--- config.mk ---
export PLATFORM = sky130hd
export DESIGN_NAME = cfmae_sequencer
export DESIGN_NICKNAME = d
export VERILOG_FILES = /design/src/sv/cfmae_pkg.sv /design/src/sv/cfmae_sequencer.sv
export SDC_FILE = /design/constraint.sdc
export NUM_CORES = 1
export LEC_CHECK = 0
export ABC_AREA = 1
export BUFFER_PORTS_ARGS = -buffer_cell sky130_fd_sc_hd__buf_4
export CAP_MARGIN = 20
export CORE_MARGIN = 10
export CORE_UTILIZATION = 45
export DETAILED_ROUTE_END_ITERATION = 16
export PLACE_DENSITY = 0.74
export RECOVER_POWER = 25
export SYNTH_ARGS = -nofsm -noshare
export SYNTH_HDL_FRONTEND = slang
export SYNTH_SLANG_ARGS = --single-unit
--- constraint.sdc ---
create_clock -name clk_i -period 1.7 [get_ports clk_i]
set_input_delay 0.17 -clock clk_i [delete_from_list [all_inputs] [get_ports clk_i]]
set_output_delay 0.17 -clock clk_i [all_outputs]
set_load 0.02 [all_outputs]
--- src/sv/cfmae_pkg.sv ---
// Shared types, constants and the microcode program of the cubic-fit error scorer.
// Depends on nothing; every other file imports it.
package cfmae_pkg;

  // Field and register widths.
  localparam int COORD_W   = 20;   // signed Q12.8 point coordinates
  localparam int COEF_W    = 48;   // signed Q8.40 coefficients
  localparam int NUM_COEF  = 4;
  localparam int CFG_IDX_W = 8;
  localparam int RES_W     = 20;   // unsigned Q12.8 result
  localparam int SUM_W     = 40;
  localparam int MAX_POINTS = 1024;
  localparam int CNT_W     = $clog2(MAX_POINTS + 1);
  localparam int D_W       = $clog2(MAX_POINTS + 2);
  localparam int NUM_W     = SUM_W + 1;
  localparam int DCNT_W    = $clog2(NUM_W + 1);
  localparam int K_W       = $clog2(NUM_COEF);

  // Horner accumulator: signed, held within +-(2^62 - 1).
  localparam int ACC_W     = 63;
  localparam int MAG_W     = ACC_W - 1;
  localparam int WIDE_W    = 64;
  localparam int FRAC_X    = 8;
  localparam int LO_W      = 32;
  localparam int HI_W      = MAG_W - LO_W;
  localparam int HI_SHIFT  = LO_W - FRAC_X;
  localparam int PHI_OK_W  = MAG_W - HI_SHIFT;
  localparam int MUL_P_W   = LO_W + COORD_W;
  localparam int PLO_W     = MUL_P_W + 1;
  localparam int PHI_W     = HI_W + COORD_W;

  localparam logic signed [ACC_W-1:0]  ACC_POS = {1'b0, {MAG_W{1'b1}}};
  localparam logic signed [ACC_W-1:0]  ACC_NEG = -ACC_POS;
  localparam logic signed [WIDE_W-1:0] LIM_POS = WIDE_W'(ACC_POS);
  localparam logic signed [WIDE_W-1:0] LIM_NEG = -LIM_POS;
  localparam logic [RES_W-1:0]         RES_MAX = '1;
  localparam logic [WIDE_W-1:0]        HALF_LSB = WIDE_W'(1) << (LO_W - 1);
  localparam logic [PLO_W-1:0]         MUL_RND = PLO_W'(1) << (FRAC_X - 1);

  // Datapath operations, one per microcode step.
  typedef enum logic [3:0] {
    OP_NOP, OP_WAIT, OP_MAG, OP_MUL_LO, OP_MUL_HI, OP_SCALE, OP_ADD_COEF,
    OP_RESID, OP_RES_MAG, OP_ROUND, OP_ACCUM, OP_DIV_INIT, OP_DIV_STEP,
    OP_EMIT, OP_FULL
  } op_e;

  // Branch conditions: when true the sequencer jumps to the target step.
  typedef enum logic [2:0] {
    BR_NEXT, BR_ALWAYS, BR_NO_INPUT, BR_FULL, BR_LOOP, BR_NOT_LAST,
    BR_DIV_MORE, BR_OUT_BUSY
  } br_e;

  localparam int PC_W = 4;

  typedef struct packed {
    op_e             op;
    br_e             br;
    logic [PC_W-1:0] target;
  } uop_t;

  typedef struct packed {
    logic full;
    logic last;
    logic loop_more;
    logic div_more;
  } dp_status_t;

  typedef struct packed {
    logic [RES_W-1:0] mean_error;
    logic             saturated;
  } res_t;

  // Program addresses.
  localparam logic [PC_W-1:0] ST_WAIT     = PC_W'(0);
  localparam logic [PC_W-1:0] ST_MAG      = PC_W'(1);
  localparam logic [PC_W-1:0] ST_MUL_LO   = PC_W'(2);
  localparam logic [PC_W-1:0] ST_MUL_HI   = PC_W'(3);
  localparam logic [PC_W-1:0] ST_SCALE    = PC_W'(4);
  localparam logic [PC_W-1:0] ST_ADD_COEF = PC_W'(5);
  localparam logic [PC_W-1:0] ST_RESID    = PC_W'(6);
  localparam logic [PC_W-1:0] ST_RES_MAG  = PC_W'(7);
  localparam logic [PC_W-1:0] ST_ROUND    = PC_W'(8);
  localparam logic [PC_W-1:0] ST_ACCUM    = PC_W'(9);
  localparam logic [PC_W-1:0] ST_DIV_INIT = PC_W'(10);
  localparam logic [PC_W-1:0] ST_DIV_STEP = PC_W'(11);
  localparam logic [PC_W-1:0] ST_EMIT     = PC_W'(12);
  localparam logic [PC_W-1:0] ST_RESTART  = PC_W'(13);
  localparam logic [PC_W-1:0] ST_FULL     = PC_W'(14);
  localparam logic [PC_W-1:0] ST_TO_DIV   = PC_W'(15);

  // The control store. Each step names its operation and its branch.
  function automatic uop_t rom_word(input logic [PC_W-1:0] addr);
    uop_t w;
    unique case (addr)
      ST_WAIT:     w = '{op: OP_WAIT,     br: BR_NO_INPUT, target: ST_WAIT};
      ST_MAG:      w = '{op: OP_MAG,      br: BR_FULL,     target: ST_FULL};
      ST_MUL_LO:   w = '{op: OP_MUL_LO,   br: BR_NEXT,     target: ST_WAIT};
      ST_MUL_HI:   w = '{op: OP_MUL_HI,   br: BR_NEXT,     target: ST_WAIT};
      ST_SCALE:    w = '{op: OP_SCALE,    br: BR_NEXT,     target: ST_WAIT};
      ST_ADD_COEF: w = '{op: OP_ADD_COEF, br: BR_LOOP,     target: ST_MAG};
      ST_RESID:    w = '{op: OP_RESID,    br: BR_NEXT,     target: ST_WAIT};
      ST_RES_MAG:  w = '{op: OP_RES_MAG,  br: BR_NEXT,     target: ST_WAIT};
      ST_ROUND:    w = '{op: OP_ROUND,    br: BR_NEXT,     target: ST_WAIT};
      ST_ACCUM:    w = '{op: OP_ACCUM,    br: BR_NOT_LAST, target: ST_WAIT};
      ST_DIV_INIT: w = '{op: OP_DIV_INIT, br: BR_NEXT,     target: ST_WAIT};
      ST_DIV_STEP: w = '{op: OP_DIV_STEP, br: BR_DIV_MORE, target: ST_DIV_STEP};
      ST_EMIT:     w = '{op: OP_EMIT,     br: BR_OUT_BUSY, target: ST_EMIT};
      ST_RESTART:  w = '{op: OP_NOP,      br: BR_ALWAYS,   target: ST_WAIT};
      ST_FULL:     w = '{op: OP_FULL,     br: BR_NOT_LAST, target: ST_WAIT};
      ST_TO_DIV:   w = '{op: OP_NOP,      br: BR_ALWAYS,   target: ST_DIV_INIT};
      default:     w = '{op: OP_NOP,      br: BR_ALWAYS,   target: ST_WAIT};
    endcase
    return w;
  endfunction

endpackage

--- src/sv/cfmae_sequencer.sv ---
// Microcode sequencer: step counter, control store lookup and branch logic.
// Depends on cfmae_pkg for the program and the control word types.
module cfmae_sequencer import cfmae_pkg::*; (
  input  logic       clk_i,
  input  logic       rst_ni,
  input  logic       in_valid_i,
  input  logic       out_busy_i,
  input  dp_status_t status_i,
  output uop_t       uop_o
);

  logic [PC_W-1:0] pc_q, pc_d;
  uop_t            uop;
  logic            taken;

  // Fetch the control word of the current step.
  assign uop   = rom_word(pc_q);
  assign uop_o = uop;

  // Evaluate the branch condition of this step.
  always_comb begin
    unique case (uop.br)
      BR_NEXT:     taken = 1'b0;
      BR_ALWAYS:   taken = 1'b1;
      BR_NO_INPUT: taken = !in_valid_i;
      BR_FULL:     taken = status_i.full;
      BR_LOOP:     taken = status_i.loop_more;
      BR_NOT_LAST: taken = !status_i.last;
      BR_DIV_MORE: taken = status_i.div_more;
      BR_OUT_BUSY: taken = out_busy_i;
      default:     taken = 1'b0;
    endcase
  end

  assign pc_d = taken ? uop.target : pc_q + 1'b1;

  always_ff @(posedge clk_i or negedge rst_ni) begin
    if (!rst_ni) begin
      pc_q <= ST_WAIT;
    end else begin
      pc_q <= pc_d;
    end
  end

endmodule

==> impl_summary.txt, run 1 <==
----------------------------------------------------
[Status]
  Outcome ... complete, no violations

[Finish]
  Area growth from synthesis to final layout ... 56.62%
  Flip-flop count of the largest register after layout ... 4
  Final design utilization ... 76.45%
  Layout fillers ... 107
  Ratio of cells with drive above 1 in the final layout ... 56.41%
  # diodes ... 0
  Number of nets in the final layout ... 137
  Register containing the most flip-flops in the final layout ... pc_q
  Multi-input gate area ... 603.1 um^2
  Final design instance area without fill ... 0.001007 mm^2
  Regs by FF count ... pc_q (4)
  Post-route insts no fill ... 132
  Footprint of the flip-flops and latches ... 102.6 um^2

[Synth]
  Post-synthesis share of cell area spent on full adders, half adders and majority gates ... 19.46%
  Net Count, Synth ... 106
  Flip-flop and latch count after synthesis ... 4
  Count of different cell masters after synthesis ... 22
  Largest family of logic cells by synthesized area ... simple AND/OR/NAND/NOR gates
  Share of the yosys chip area belonging to registers ... 15.56%
  Post-synthesis compound-gate area fraction ... 10.70%
  Mean area per synthesized cell ... 7.308 um^2
  Netlist area before placement ... 643.1 um^2
  Synth top area cells ... ha_1, dfrtp_1, nand2_1
  Cell type with the highest aggregate area in the netlist ... ha_1
  Proportion of synthesized area in mux cells ... 1.751%
  Simple-gate share of the synthesized area ... 41.63%
  Cell count after synthesis ... 88
  Fraction of synthesized cell area taken by the top area cell type ... 19.46%
  Yosys warns ... 0
  Share of the synthesized netlist area taken by xor and xnor gates ... 2.724%

[STA]
  Number of max-slew violations in the final report ... 0
  Max_slew headroom ... 81.64%
  Sum of negative setup slack ... 0 ns
  Transition time of the tightest slew-check pin ... 0.2754 ns
  Final period util ... 98.35%
  Number of hold-slack violations in the final timing report ... 0
  RSZ-0062 raised after global routing ... true
  Shortest clock period the worst path allows after layout ... 1.672 ns
  Setup skew after layout ... 0.00002727 ns
  Setup violation total in the final timing report ... 0
  Maximum clock frequency ... 598.1 MHz

[Floorplanning]
  Die Span X ... 57.81 um
  Site Rows ... 13
  Starting density of the core ... 48.81%
  Standard cell core area ... 0.001318 mm^2
  Die height ... 57.81 um
  Die ar. ... 0.003341 mm^2
  Top-level port count ... 19

[Clock tree]
  Clk root buf ... clkbuf_4
  Max Buffers Root-to-Sink ... 2
  CTS Buf Count ... 3
  # H-tree levels ... 1
  TritonCTS clock tree ... built
  Worst-path clk slew ... 0.04 ns
  Insertion delay to the later sink of the worst-skew pair ... 0.23 ns
  # clock sinks ... 4

[Routing]
  Vias per std cell ... 5.379
  Routed vias ... 710
  Initial DRC count ... 12
  Remaining DRCs ... 0
  Number of iterations in the first detailed-routing pass ... 4
  Detail Route Antenna Nets ... 0
  Aggregate routed wire length ... 2067 um
  WL/cell ... 15.66 um

[Power]
  Overall power after layout ... 0.002377 W
  Pwr dens ... 2360 mW/mm^2
  Static leakage ... 0.4841 nW
  Worst VDD drop ... 1204 uV

[Place]
  Estimated wirelength of the detail-placed design ... 1443 um
  Total placed instance area ... 827.0 um^2
  Placed Cells ... 126
  Placer's final routability congestion estimate ... 0.9618
  IO buf count ... 18

[Worst setup path]
  Data required time at the worst endpoint ... 1.53 ns
  Worst setup EP type ... output port
  Launching element type of the critical path ... flop
  Critical Path AT ... 1.50 ns
  Max Fanout on Critical Path ... 4
  Reg-to-reg critical path startpoint ... pc_q[0]$_DFF_PN0_
  Setup CP Type ... reg -> out
  Worst setup startpoint ... pc_q[0]$_DFF_PN0_

[Job]
  Number of max-cap violations ... 0

[GRT]
  Number of global-route vias before repair ... 681
  Residual overflow from global routing ... 0
  Antenna violations before repair ... 0
  Global-route wire length before repair ... 3036 um
  Global-route usage over all layers ... 10.95%
  Maximum number of pins on one net before global-route repair ... 11

[Min path]
  Type of the most critical hold path ... in -> async

----------------------------------------------------
## layout by cell type, fill, tap and decap left out, types with 4 or more instances in the layout
cell,synthesis,layout
nand3_1,13,11
buf_4,0,21
buf_6,2,5
ha_1,10,4
nand2_4,3,5
ha_4,0,4
nand2_1,24,16
nand2_2,5,11
## critical path, cell delays in order (launching register included)
cell and delay [ns]:
dfrtp_2 0.41, buf_6 0.14, ha_2 0.23, nand3_2 0.12, o211ai_1 0.17, buf_4 0.20
## layout make-up
type                       instances  area share (%)
multi-input combinational         76           59.88
timing repair buffer              28           22.61
sequential                         4           10.19
inverter                           6           3.230
clock buffer                       3           2.236
tap                               15           1.863
## cells by family (layout without fill, tap and decap cells)
logic type | count (synthesis) | in the layout
XOR/XNOR | 2 | 2
AND/OR/NAND/NOR | 53 | 53
multiplexers | 1 | 1
buffers and inverters | 8 | 37
flip-flops | 4 | 4
AO/OA/AOI/OAI | 10 | 10
adder cells (fa/ha/maj) | 10 | 10
## path summary, 6_finish.rpt
check	endpoint	slack, ns	cells past startpoint
hold reg to reg	pc_q[0]$_DFF_PN0_	0.77	4
setup reg to reg	pc_q[3]$_DFF_PN0_	0.04	11
hold / removal	pc_q[2]$_DFF_PN0_	0.31	2
max in group asynchronous	pc_q[0]$_DFF_PN0_	1.19	2
min in group clk_i	pc_q[0]$_DFF_PN0_	0.49	6
setup / recovery	uop_o[3]	0.03	5
## report_power, final
| part | total (W) | switching (W) | internal (W) |
|---|---|---|---|
| Sequential | 0.000239 | 0.0000915 | 0.000147 |
| Combinational | 0.00202 | 0.00117 | 0.000851 |
| Clock | 0.000113 | 0.0000346 | 0.0000787 |
## cell usage after synthesis
library cell	number
o211ai_1	1
nand3_2	2
a21oi_1	2
o21ai_0	4
dfrtp_1	4
nand2_1	24
inv_6	1
a21oi_2	1
a31oi_1	1
nand2_4	3
ha_1	10
nand2_2	5
nand3b_1	1
nand3_1	13
mux2_2	1
inv_4	1
buf_6	2
nor2_1	4
inv_1	4
xor2_1	2
o21ai_4	1
nor3_1	1
## through the flow
step                      setup WS (ns)  hold WS [ns]
final                           0.02801        0.3138
after global routing           -0.08875        0.3194
after CTS                      0.006572        0.2605
after detailed placement        0.02680      -0.03303
after global placement          0.05438      -0.03326
after floorplan                 0.02624       -0.1256
## layer usage
layer | GRT usage, % | vias up | part of all wire, %
met5 | 0 | - | 0
met4 | 6.040 | 0 | 1.0
met3 | 3.050 | 2 | 4.7
met2 | 18.56 | 14 | 52
met1 | 11.94 | 348 | 42
li1 | - | 346 | -
## timing repair
item,4_1_cts,5_1_grt
hold buffers,1,0
resized for setup,0,38
endpoints found under the hold margin,4,0
buffers inserted,0,3
endpoints found under the setup margin,0,10
Note: power is estimated with default switching activity, not from simulation.
==> run 2, diff against run 1 <==
Settings changed: RECOVER_POWER 25 to not set, SETUP_SLACK_MARGIN set to 0.05.
==> run 2 against run 1 <==
  * The flow now finishes with violations (negative setup slack)
  * Sequential power is 6% higher
  * Die area stayed put
  * Critical path depth is 1 lower
  * Final cell count is 0.76% lower
  * Clock-buffer cell count stayed put
  * Clock skew is 0.00065 ns higher
  * Critical endpoint unchanged
==> impl_summary.txt, run 2 (synthesized netlist as in run 1, its figures left out) <==
----------------------------------------------------
[Routing]
  Routed vias ... 720
  Remaining DRCs ... 0
  Detail Route Antenna Nets ... 0
  Vias per std cell ... 5.496
  Total routed wire length on the met1 layer ... 768 um
  Met3 wire len ... 149 um
  Routed length on met2 ... 925 um
  WL/cell ... 14.60 um
  Aggregate routed wire length ... 1912 um
  Number of iterations in the first detailed-routing pass ... 4
  Top layer used by detailed routing ... met4
  Initial DRC count ... 15

[Clock tree]
  # clock sinks ... 4
  TritonCTS clock tree ... built
  # H-tree levels ... 1
  Clk root buf ... clkbuf_4
  Worst-path clk slew ... 0.03 ns
  Max Buffers Root-to-Sink ... 2
  CTS Buf Count ... 3
  Insertion delay to the later sink of the worst-skew pair ... 0.22 ns

[Worst setup path]
  Buf/Inv on CP ... 2
  Setup CP Type ... reg -> out
  CP max-delay cell ... dfrtp_2
  Worst setup EP type ... output port
  Max Fanout on Critical Path ... 7
  Launching element type of the critical path ... flop
  Series of cell instances along the critical path ... inv_6, ha_4, o211ai_1, buf_4
  Data required time at the worst endpoint ... 1.53 ns
  Longest individual stage delay on the worst path ... 0.48 ns
  Critical Path AT ... 1.54 ns
  CP top delay family ... flip-flops

[Finish]
  Multi-input gate area ... 583.1 um^2
  Area growth from synthesis to final layout ... 52.14%
  Layout fillers ... 98
  Ratio of cells with drive above 1 in the final layout ... 54.31%
  Commonest non-fill, non-tap cells in the layout ... buf_4, nand2_1, nand3_1
  # diodes ... 0
  Number of nets in the final layout ... 136
  Final design instance area without fill ... 978.4 um^2
  Regs by FF count ... pc_q (4)
  Most common cell after layout, fill and taps aside ... buf_4
  Flip-flop count of the largest register after layout ... 4
  Footprint of the flip-flops and latches ... 103.9 um^2
  Register containing the most flip-flops in the final layout ... pc_q

[GRT]
  Global-route wire length before repair ... 3180 um
  Residual overflow from global routing ... 0
  Maximum number of pins on one net before global-route repair ... 12
  Global-route usage over all layers ... 11.43%
  Antenna violations before repair ... 0
  Number of global-route vias before repair ... 717

[Floorplanning]
  Die ar. ... 0.003341 mm^2
  Starting density of the core ... 48.81%
  Standard cell core area ... 0.001318 mm^2
  Die Span X ... 57.81 um
  Die height ... 57.81 um
  Site Rows ... 13
  Top-level port count ... 19

[STA]
  Final setup slack of the worst path ... -0.01481 ns
  Shortest clock period the worst path allows after layout ... 1.715 ns
  Transition time of the tightest slew-check pin ... 0.2819 ns
  RSZ-0062 raised after global routing ... true
  Setup skew after layout ... 0.0006821 ns
  Max_slew headroom ... 81.12%
  Number of max-slew violations in the final report ... 0
  Sum of negative setup slack ... -0.01481 ns
  Worst hold-check slack ... 0.2878 ns
  Final period util ... 100.9%
  Maximum clock frequency ... 583.2 MHz
  Setup violation total in the final timing report ... 1
  Number of hold-slack violations in the final timing report ... 0

[Place]
  Placer's final routability congestion estimate ... 0.8858
  Pre-CTS setup slack ... 0.01074 ns
  IO buf count ... 18
  Total placed instance area ... 812.0 um^2
  Estimated wirelength of the detail-placed design ... 1396 um

[Status]
  Violations in the final reports ... negative setup slack
  Outcome ... complete, but fails checks

[Min path]
  Type of the most critical hold path ... in -> async

[Power]
  Static leakage ... 0.4683 nW
  Pwr dens ... 2341 mW/mm^2
  Overall power after layout ... 0.002291 W
  Worst VDD drop ... 1224 uV

[Job]
  Number of max-cap violations ... 0

----------------------------------------------------
==> run 2: changes by cell type in the layout (fill, tap and decap cells not counted), sizes merged <==
cell	before	now
clkbuf	4	3
==> run 2: where the power goes <==
group          switching, W  total (W)  internal [W]
Combinational       0.00111    0.00193      0.000824
Sequential         0.000104   0.000254      0.000149
Clock             0.0000293   0.000108     0.0000783
==> run 2: repair_timing <==
item / in CTS / in global routing
gates resized for setup: 27 / 3
setup endpoints to repair: 12 / 13
pin swaps: 3 / 1
buffers inserted: 3 / 0
hold buffers: 1 / 0
hold endpoints to repair: 4 / 0
==> run 2: worst paths after layout <==
| kind | startpoint | endpoint | slack, ns | cells past startpoint |
|---|---|---|---|---|
| min in group clk_i | status_i[1] | pc_q[0]$_DFF_PN0_ | 0.49 | 6 |
| min reg2reg | pc_q[2]$_DFF_PN0_ | pc_q[1]$_DFF_PN0_ | 0.79 | 5 |
| max | pc_q[0]$_DFF_PN0_ | uop_o[3] | -0.01 | 4 |
| max reg2reg | pc_q[0]$_DFF_PN0_ | pc_q[3]$_DFF_PN0_ | 0.06 | 12 |
| min | rst_ni | pc_q[1]$_DFF_PN0_ | 0.29 | 2 |
| max in group asynchronous | rst_ni | pc_q[3]$_DFF_PN0_ | 1.30 | 2 |
==> run 2: metal layers <==
layer  global-route usage, %  up-vias
met4                   7.383        0
met5                       0        -
met2                   18.56       32
met1                   12.68      328
li1                        -      350
met3                   3.268       10
==> run 2: final cells by class <==
type / instances / share of cell area [%]
Timing Repair Buffer: 27 / 21.74
Inverter: 6 / 3.836
Clock buffer: 3 / 2.302
Tap cell: 15 / 1.918
Sequential cell: 4 / 10.61
Multi-Input combinational cell: 76 / 59.59
==> run 2: through the flow <==
stage	utilization, %	instances
5_1_grt	74.26	131
6_report	74.26	131
3_5_place_dp	61.63	124
3_3_place_gp	61.63	124
4_1_cts	73.79	131
2_1_floorplan	-	88
==> run 3, diff against run 2 <==
Settings changed: BUFFER_PORTS_ARGS -buffer_cell sky130_fd_sc_hd__buf_4 to -buffer_cell sky130_fd_sc_hd__buf_2.
==> run 3 against run 2 <==
  * The run still ends with negative setup slack left
  * Clock skew increased by 0.0033 ns
  * Register-to-register slack got worse by 0.08 ns
  * Design area decreased by 1.9%
  * Utilization decreased by 1.4 points
  * Non-clock buffer count increased by 2
  * Routed wire length increased by 9.8%
  * Sequential share of layout area increased by 0.21 points
==> impl_summary.txt, run 3 (synthesized netlist as in run 1, its figures left out) <==
----------------------------------------------------
[Status]
  Outcome ... complete, but fails checks
  Violations in the final reports ... negative setup slack

[Clock tree]
  # H-tree levels ... 1
  CTS Buf Count ... 3
  # clock sinks ... 4
  Clk root buf ... clkbuf_4
  Insertion delay to the later sink of the worst-skew pair ... 0.23 ns
  Worst-path clk slew ... 0.04 ns
  TritonCTS clock tree ... built
  Max Buffers Root-to-Sink ... 2

[Finish]
  Commonest non-fill, non-tap cells in the layout ... buf_4, nand2_1, nand2_2
  Footprint of the flip-flops and latches ... 103.9 um^2
  Final design instance area without fill ... 959.7 um^2
  Number of nets in the final layout ... 138
  Ratio of cells with drive above 1 in the final layout ... 58.47%
  Flip-flop count of the largest register after layout ... 4
  Area growth from synthesis to final layout ... 49.22%
  Regs by FF count ... pc_q (4)
  Layout fillers ... 104
  # diodes ... 0
  Post-route insts no fill ... 133
  Multi-input gate area ... 583.1 um^2
  Final design utilization ... 72.84%
  Register containing the most flip-flops in the final layout ... pc_q
  Most common cell after layout, fill and taps aside ... buf_4

[Worst setup path]
  Launching element type of the critical path ... flop
  Longest individual stage delay on the worst path ... 0.46 ns
  CP top delay family ... simple AND/OR/NAND/NOR gates
  Most common cell on crit path ... nand2_2
  Data required time at the worst endpoint ... 1.80 ns
  Series of cell instances along the critical path ... inv_4, ha_4, nand2_2, nand3_4, nand2_1, nor2_1, nor2_1, nand2_2, nand2_4, nand2_4, nand2_2, nand2_1
  Critical Path AT ... 1.82 ns
  Max Fanout on Critical Path ... 6
  Count of cell instances traversed by the critical path ... 12
  CP max-delay cell ... dfrtp_2
  Worst setup EP type ... flop
  Reg-to-reg critical path startpoint ... pc_q[0]$_DFF_PN0_
  Buf/Inv on CP ... 1
  Worst setup startpoint ... pc_q[0]$_DFF_PN0_
  Setup CP Type ... reg -> reg
  R2R cell count ... 12

[STA]
  Transition time of the tightest slew-check pin ... 0.2717 ns
  Final setup slack of the worst path ... -0.02186 ns
  Max_slew headroom ... 81.88%
  Number of hold-slack violations in the final timing report ... 0
  Shortest clock period the worst path allows after layout ... 1.722 ns
  Setup violation total in the final timing report ... 2
  Maximum clock frequency ... 580.8 MHz
  Number of max-slew violations in the final report ... 0
  RSZ-0062 raised after global routing ... true
  Worst hold-check slack ... 0.2731 ns
  Final period util ... 101.3%
  Setup skew after layout ... 0.003982 ns

[Power]
  Worst VDD drop ... 1116 uV
  Static leakage ... 0.4747 nW
  Pwr dens ... 2439 mW/mm^2

[GRT]
  Maximum number of pins on one net before global-route repair ... 11
  Antenna violations before repair ... 0
  Global-route wire length before repair ... 2994 um
  Residual overflow from global routing ... 0
  Global-route usage over all layers ... 10.54%
  Number of global-route vias before repair ... 680

[Routing]
  WL/cell ... 15.78 um
  Vias per std cell ... 5.120
  Remaining DRCs ... 0
  Number of iterations in the first detailed-routing pass ... 6
  Aggregate routed wire length ... 2099 um
  Detail Route Antenna Nets ... 0
  Initial DRC count ... 10
  Routed vias ... 681

[Floorplanning]
  Standard cell core area ... 0.001318 mm^2
  Die ar. ... 0.003341 mm^2
  Starting density of the core ... 48.81%
  Top-level port count ... 19
  Die height ... 57.81 um
  Die Span X ... 57.81 um
  Site Rows ... 13

[Place]
  Placer's final routability congestion estimate ... 0.8690
  Total placed instance area ... 767.0 um^2
  Estimated wirelength of the detail-placed design ... 1369 um
  Placed Cells ... 124
  IO buf count ... 18

[Job]
  Number of max-cap violations ... 0

[Min path]
  Type of the most critical hold path ... in -> async

----------------------------------------------------
==> run 3: final timing paths <==
path | end | slack [ns]
worst max-delay path | pc_q[2]$_DFF_PN0_ | -0.02
max in group asynchronous | pc_q[0]$_DFF_PN0_ | 1.30
worst min-delay path | pc_q[1]$_DFF_PN0_ | 0.27
min in group clk_i | pc_q[3]$_DFF_PN0_ | 0.49
worst min register to register | pc_q[0]$_DFF_PN0_ | 0.82
worst max register to register | pc_q[2]$_DFF_PN0_ | -0.02
==> run 3: final cells by class <==
type / count / share of cell area, %
flip-flops and latches: 4 / 10.82
multi-input cells: 76 / 60.76
inverters: 6 / 3.651
well taps: 15 / 1.956
repair buffers: 29 / 20.47
clock buffers: 3 / 2.347
==> run 3: repair_timing <==
action,CTS,global route
endpoints found under the setup margin,13,12
setup buffers,3,2
hold buffers,1,0
hold endpoints to repair,4,0
pin swaps,0,12
resized for setup,6,32
==> run 3: metal layers <==
layer / vias to the layer above / part of all wire (%) / global-route usage, %
li1: 351 / - / -
met1: 315 / 41 / 11.52
met5: - / 0 / 0
met2: 13 / 53 / 18.40
met3: 2 / 4.9 / 3.486
met4: 0 / 1.2 / 3.691
==> run 3: power by group <==
part           total (W)  switching [W]  leakage [nW]  internal, W
clock           0.000111      0.0000325        0.0138    0.0000785
combinational    0.00197        0.00116         0.414     0.000809
sequential      0.000260       0.000111        0.0469     0.000149
==> run 3: metrics by stage <==
stage | total power (W) | setup WS, ns | TNS (ns)
final | 0.002341 | -0.02186 | -0.04260
after global routing | 0.002524 | -0.1396 | -0.5562
after CTS | 0.001954 | 0.04844 | 0
after detailed placement | 0.001730 | -0.08145 | -0.2876
after global placement | 0.001712 | -0.04564 | -0.1067
after floorplan | 0.001325 | 0.05218 | 0
